**src/design/round_brush_stroke_painter_unit_assert.svh**
```systemverilog
// Assertion macros for the stroke painter.
`ifndef ROUND_BRUSH_STROKE_PAINTER_UNIT_ASSERT_SVH
`define ROUND_BRUSH_STROKE_PAINTER_UNIT_ASSERT_SVH
`ifndef SYNTH
`define RBSP_ASSERT_IMP(label, clk, rst, a, c) \
  label: assert property (@(posedge clk) disable iff (rst) (a) |-> (c)) \
    else $error("assertion failed");
`define RBSP_ASSERT_NXT(label, clk, rst, a, c) \
  label: assert property (@(posedge clk) disable iff (rst) (a) |=> (c)) \
    else $error("assertion failed");
`else
`define RBSP_ASSERT_IMP(label, clk, rst, a, c)
`define RBSP_ASSERT_NXT(label, clk, rst, a, c)
`endif
`endif

```
**src/design/rbsp_pkg.sv**
```systemverilog
// Package: types, constants and state codes of the stroke painter.
package rbsp_pkg;
  localparam int CanvasWidth  = 1080;
  localparam int CanvasHeight = 1920;
  localparam int BrushRadius  = 6;
  localparam int StrokeStep   = 4;
  localparam int AreaMargin   = BrushRadius + 2;
  localparam int PixCount     = CanvasWidth * CanvasHeight;
  localparam int AddrW        = $clog2(PixCount);
  localparam logic [15:0] White = 16'hFFFF;

  localparam logic [1:0] KindPress = 2'd0;
  localparam logic [1:0] KindDrag  = 2'd1;
  localparam logic [1:0] KindClear = 2'd2;
  localparam logic [1:0] KindRead  = 2'd3;

  typedef struct packed {
    logic [1:0]  kind;
    logic [10:0] touch_x;
    logic [10:0] touch_y;
  } in_item_t;

  typedef struct packed {
    logic signed [11:0] area_left;
    logic signed [11:0] area_top;
    logic signed [11:0] area_right;
    logic signed [11:0] area_bottom;
    logic [15:0]        pixel_value;
  } out_item_t;

  // memory request between sequencer and frame store
  typedef struct packed {
    logic             wr;
    logic             rd;
    logic [AddrW-1:0] addr;
    logic [15:0]      data;
  } mem_req_t;

  typedef enum logic [3:0] {
    ST_INIT, ST_IDLE, ST_CLEAR, ST_DIV_START, ST_DIV, ST_DISC,
    ST_READ, ST_READ_WAIT, ST_OUT
  } state_t;
endpackage

```
**src/design/rbsp_divider.sv**
```systemverilog
// Divider: restoring unsigned division, one quotient bit per cycle.
module rbsp_divider import rbsp_pkg::*; (
  input  logic        clk,
  input  logic        rst,
  input  logic        start,
  input  logic [21:0] num,
  input  logic [10:0] den,
  output logic        busy,
  output logic [21:0] quo
);
  logic [4:0]  cnt;
  logic [21:0] q;
  logic [11:0] rem;
  logic [11:0] trial;

  assign trial = {rem[10:0], q[21]};
  assign quo   = q;

  // shift in one bit per cycle
  always_ff @(posedge clk) begin
    if (rst) begin
      busy <= 1'b0;
      cnt  <= '0;
    end else if (start) begin
      busy <= 1'b1;
      cnt  <= 5'd22;
      q    <= num;
      rem  <= '0;
    end else if (busy) begin
      if (trial >= {1'b0, den}) begin
        rem <= trial - {1'b0, den};
        q   <= {q[20:0], 1'b1};
      end else begin
        rem <= trial;
        q   <= {q[20:0], 1'b0};
      end
      cnt <= cnt - 5'd1;
      if (cnt == 5'd1) begin
        busy <= 1'b0;
      end
    end
  end
endmodule

```
**config.mk**
```make
export PLATFORM = sky130hd
export DESIGN_NAME = rbsp_divider
export DESIGN_NICKNAME = d
export VERILOG_FILES = /design/src/design/round_brush_stroke_painter_unit_assert.svh /design/src/design/rbsp_pkg.sv /design/src/design/rbsp_divider.sv
export SDC_FILE = /design/constraint.sdc
export NUM_CORES = 1
export LEC_CHECK = 0
export ABC_AREA = 0
export BUFFER_PORTS_ARGS = -buffer_cell sky130_fd_sc_hd__buf_2
export CORE_MARGIN = 2
export CORE_UTILIZATION = 57
export CTS_CLUSTER_DIAMETER = 200
export CTS_CLUSTER_SIZE = 12
export DETAILED_ROUTE_END_ITERATION = 10
export GPL_ROUTABILITY_DRIVEN = 0
export GPL_TIMING_DRIVEN = 1
export HOLD_SLACK_MARGIN = 0.02
export PLACE_DENSITY = 0.94
export RECOVER_POWER = 25
export SETUP_SLACK_MARGIN = 0.02
export SLEW_MARGIN = 20
export SYNTH_ARGS = -nofsm -noshare
export SYNTH_HDL_FRONTEND = slang
export SYNTH_SLANG_ARGS = --single-unit
export TNS_END_PERCENT = 30
```
**constraint.sdc**
```tcl
create_clock -name clk -period 6.2 [get_ports clk]
set_input_delay 0 -clock clk [delete_from_list [all_inputs] [get_ports clk]]
set_output_delay 0 -clock clk [all_outputs]
set_load 0.02 [all_outputs]
```
**Word-level counts from Yosys, hierarchy flattened**

Cells that the tools add are included.

- Register bits after elaboration: 39
- Latch bits: 0
- Memory bits (writable): 0
- ROM bits: 0
- Output and inout port bits: 23
- Logic and storage cells: 23
- Memories kept: 0

- $add $sub $neg: 2
- $mul: 0
- Divide/modulo/power cells: 0
- Order comparisons: 1
- Equality and inequality tests: 1
- Shift-type cells: 0
- Mux-type cells: 10
- Bitwise operators: 1
- Reductions and logical operators: 3

Operator list:

| kind | number |
|---|---|
| $mux 22 | 2 |
| $mux 11 | 2 |
| $ge 12x11->1 | 1 |
| $sub 11x11->11 | 1 |
| $mux 5 | 2 |
| $eq 5x1->1 const B | 1 |
| $sub 5x1->5 const B | 1 |
| $mux 1 | 4 |
| $reduce_and 2->1 | 1 |
| $reduce_bool 2->1 | 1 |
| $reduce_or 2->1 | 1 |
| $not 1->1 | 1 |

**Longest topological paths before layout**

- Depth in word-level cells: 4
- Depth in mapped cells: 10
- Mapped depth without buffers: 9

**Least setup slack after synthesis**

No wires, ideal clock.

- Path type: register to register
- Start: reg busy
- End: reg q[0], in the netlist quo[0] (enable)
- Setup time: 424 ps
- Arrival time: 2034 ps
- Required time: 5776 ps
- Setup slack: 3742 ps
- Stages on the path, launching flop included: 3
- Path buffers: 0
- Period minus slack after synthesis: 2458 ps
- Cells stage by stage: dfxtp_1 nor2_1 nor2_1

- Cells in the longest elaborated chain, start to end: 2

RTL lines:

| item | line | source |
|---|---|---|
| from (decl) | rbsp_divider.sv:8 | `output logic busy,` |
| from (signal assigned) | rbsp_divider.sv:22 | `busy <= 1'b0;` |
| from (signal assigned) | rbsp_divider.sv:25 | `busy <= 1'b1;` |
| from (signal assigned) | rbsp_divider.sv:39 | `busy <= 1'b0;` |
| $reduce_bool 2->1 (no line) | - |  |
| $reduce_and 2->1 (no line) | - |  |
| to (signal assigned) | rbsp_divider.sv:27 | `q <= num;` |
| to (signal assigned) | rbsp_divider.sv:32 | `q <= {q[20:0], 1'b1};` |
| to (signal assigned) | rbsp_divider.sv:35 | `q <= {q[20:0], 1'b0};` |
| to (decl) | rbsp_divider.sv:12 | `logic [21:0] q;` |

No other way between the ends.
A chain may end at the register's enable or synchronous reset.

**Worst setup path after layout**

- Start: reg rem[4]
- End: reg rem[1] (data pin)

- Cells in the longest elaborated chain, start to end: 3

RTL lines:

| item | line | source |
|---|---|---|
| from (decl) | rbsp_divider.sv:13 | `logic [11:0] rem;` |
| from (signal assigned) | rbsp_divider.sv:31 | `rem <= trial - {1'b0, den};` |
| from (signal assigned) | rbsp_divider.sv:34 | `rem <= trial;` |
| $ge 12x11->1 | rbsp_divider.sv:30 | `if (trial >= {1'b0, den}) begin` |
| $mux 11 | rbsp_divider.sv:30 |  |
| $mux 11 | rbsp_divider.sv:29 | `end else if (busy) begin` |

No other way between the ends. The select of a mux whose other input is x is not followed.

==> summary.txt <==
Yosys
  – Post-synth ARST share: 0
  – Synth cell count leaders: edfxtp_1, mux2_2, inv_1, a21oi_1, ha_1
  – Post-Synth Simple-Gate Area: 0.116
  – Seq/Total Area, Yosys: 0.486
  – Mean post-synth cell area: 11.3 um2
  – Synth Area in XOR/XNOR: 0.0383
  – Unique cell type count in the Yosys netlist: 41
  – Synthesized net count: 253
  – Cell accounting for the most synthesized area: edfxtp_1
  – Synth Area in Adders: 0.0799
  – Mux contribution to synthesized area: 0.103
  – Compound-Gate Fraction of Synth Area: 0.136
  – Mapped Cells: 203
  – Largest family of logic cells by synthesized area: compound AO/OA/AOI/OAI gates
  – Most frequent cell after synthesis: edfxtp_1
  – Synth warn: 0
  – Synth area leaders: edfxtp_1, mux2_2, ha_1, dfxtp_1, a21oi_1
  – Cell Area, Synth: between 2000 and 2500 um2
  – FF+latch count, synth: 39
  – Yosys top cell area share: 0.433
  – Main flop type after synthesis: edfxtp_1
  – Post-synth EDFFs: 33

Global route
  – GRT Total Usage: 0.255
  – Vias in the first global route: 1767
  – Largest net degree at the start of global routing: 36
  – Global route overflow: 0
  – Initial antenna violation count: 0
  – First-pass GRT wire length: 8430 um

Setup path
  – Crit end category: flop
  – CP Launch Type: flop
  – Worst Path Max Fanout: 7
  – Worst reg-to-reg path cell count: 7
  – Required time of the critical path: 6220 ps
  – R2R Path End: rem[1]
  – Slowest CP cell: or3_4
  – CP Class: flop to flop
  – Worst r2r src: rem[4]
  – Worst path top cell family by delay: simple AND/OR/NAND/NOR gates
  – Cell chain of the critical path: ha_1 > a21o_1 > or3_4 > o21a_4 > or3_4 > a21oi_1 > a211oi_1
  – CP bufs+invs: 0
  – Max stage delay on crit path: around 440 ps
  – Worst endpoint data arrival time: ~2500 ps
  – Worst path most repeated cell: or3_4
  – Reg2reg setup slack: 3730 ps

CTS
  – Clock root buffer: clkbuf_8
  – CTS tree: built
  – CTS buffer count: 5
  – Skew-Pair Late Insertion Delay: 300 ps
  – Clock transition at path regs: approximately 80 ps
  – Post-CTS Setup Bufs: 0
  – H-tree depth: 2
  – CTS Buffer Depth: 2
  – Sink Count: 39

Timing
  – Slew Limit Headroom: 0.523
  – Slew @ Worst Pin: 715 ps
  – Hold Worst Slack: 38.1 ps
  – # setup viols final: 0
  – Final Max Slew Viols: 0
  – Tmin final: between 2000 and 2500 ps
  – RSZ-0062 raised after global routing: false
  – Post-Route Setup TNS: 0 ps
  – Period utilization: 0.399
  – Final Hold Fails: 0
  – Final Skew: 8.89 ps
  – Worst setup margin: 3730 ps
  – Peak Freq: 0.404 GHz

Hold path
  – Worst Hold Launch: num[17]
  – Hold Path Stages: 2
  – WHS Endpoint: quo[17]
  – Hold WC Path Type: input port to flop

Die
  – Core area: 3940 um2
  – Area of the die: 4540 um2
  – Ports: 59
  – Die Ht: 67.3 um
  – Initial Utilization: 0.580
  – Die outline width: around 67 um
  – Rows: 23

Cells and area
  – Layout area overhead: 26.5%
  – Share of cells above drive strength 1: 0.259
  – N_diodes: 0
  – Nets: 335

Place
  – Final HPWL DP: ~3500 um
  – Port bufs: between 50 and 60
  – Dpl ws: 3760 ps

Power and ir drop
  – Switching Fraction: 0.312
  – Clock power share: 0.234
  – Logic pwr share: 0.296
  – Flop pwr share: 0.470
  – Pwr dens: around 240 nW/um2
  – Switch Pwr: 219 uW
  – Overall power: 700 uW
  – Static Leak: 1.18 nW
  – Worst vdd ir: 0.199 mV
  – Internal power: 481 uW

Routing
  – Remaining DRCs: 0
  – Routed len/inst: 16.3 um
  – Drt total wl: about 5500 um
  – Initial DRC Count: 112
  – Routed via count: 1903
  – Post-DRT Antenna Nets: 0
  – Iteration count of the initial detailed-routing pass: 4
  – Vias/cell: 5.66

Run
  – Max cap viols: 0

Run status
  – Outcome: completed
-- how the worst max path moves through the flow --
stage / startpoint / endpoint / slack [ps] / cells after the start
global route: rem[4] / rem[1] / 3670 / 7
finish: rem[4] / rem[1] / 3730 / 7
floorplan: busy / quo[0] / 3740 / 2
global placement: rem[4] / rem[0] / 3830 / 7
CTS: rem[4] / rem[1] / 3730 / 7
detailed placement: rem[4] / rem[1] / 3760 / 7
-- layout make-up --
class / count / area [um2]
clock buffers: 6 / 72.6
clock inverters: 2 / 7.51
repair buffers: 81 / 490
flip-flops and latches: 39 / 1110
fillers: 274 / 1050
multi-input cells: 141 / 1080
well taps: 50 / 62.6
inverters: 17 / 63.8
-- metal layers --
metal,wire length [um],share of wire,GRT usage,vias up
met4,74,0.013,0.0893,0
met2,2810,0.51,0.431,91
met5,0,0,0,-
met3,372,0.068,0.0683,10
li1,-,-,-,905
met1,2240,0.41,0.315,897
-- through the flow --
stage | instance area [um2] | cells | utilization
after CTS | 2910 | 335 | 0.738
after floorplan | 2290 | 203 | -
after detailed placement | 2620 | 306 | 0.665
final | 2890 | 336 | 0.734
after global placement | 2620 | 306 | 0.665
after global routing | 2890 | 336 | 0.734
-- logic make-up after synthesis --
family / count (synthesis)
buffers and inverters: 23
AOI/OAI and AO/OA: 48
and+or+nand+nor: 48
DFF: 39
xor gates and xnor gates: 10
adders and majority gates: 14
muxes: 21
-- power groups by stage --
stage | registers [mW] | clock network [mW] | logic (mW)
CTS | 0.327 | 0.165 | 0.204
global route | 0.331 | 0.176 | 0.224
finish | 0.329 | 0.164 | 0.207
floorplan | 0.342 | 0 | 0.134
global placement | 0.332 | 0 | 0.187
detailed placement | 0.333 | 0 | 0.192
-- worst register-to-register path: stages (launching register included) --
cell,delay (ps)
edfxtp_1,410
ha_1,350
a21o_1,210
or3_4,330
o21a_4,230
or3_4,440
a21oi_1,160
a211oi_1,70
-- sequential cells by signal, indices dropped and copies added, names as in the netlist --
| signal | flops |
|---|---|
| quo | 22 |
| busy | 1 |
| rem | 11 |
| cnt | 5 |
-- what timing repair did --
| action | in CTS | in global routing |
|---|---|---|
| gates resized for setup | 0 | 0 |
| endpoints found under the hold margin | 25 | 1 |
| hold buffers | 21 | 1 |
-- cell usage in the layout, fill, tap and decap left out, types with 2 or more instances in the layout --
master          n
a211oi_1        3
a21o_1          2
a21oi_1        16
and2_1          2
buf_2          36
clkbuf_1       23
clkbuf_8        5
clkinv_1        2
dfxtp_1         6
dlygate4sd3_1  22
edfxtp_1       33
ha_1           13
inv_1          17
mux2_2         21
nand2_1        12
nand2b_1        3
nand3_1         7
nor2_1          9
nor2_2          2
nor3_1          3
o211a_1         2
o211ai_1        4
o21a_1          2
o21ai_0        11
or3_4           2
xnor2_1         8
xor2_1          2
(Power assumes the default switching activity.)
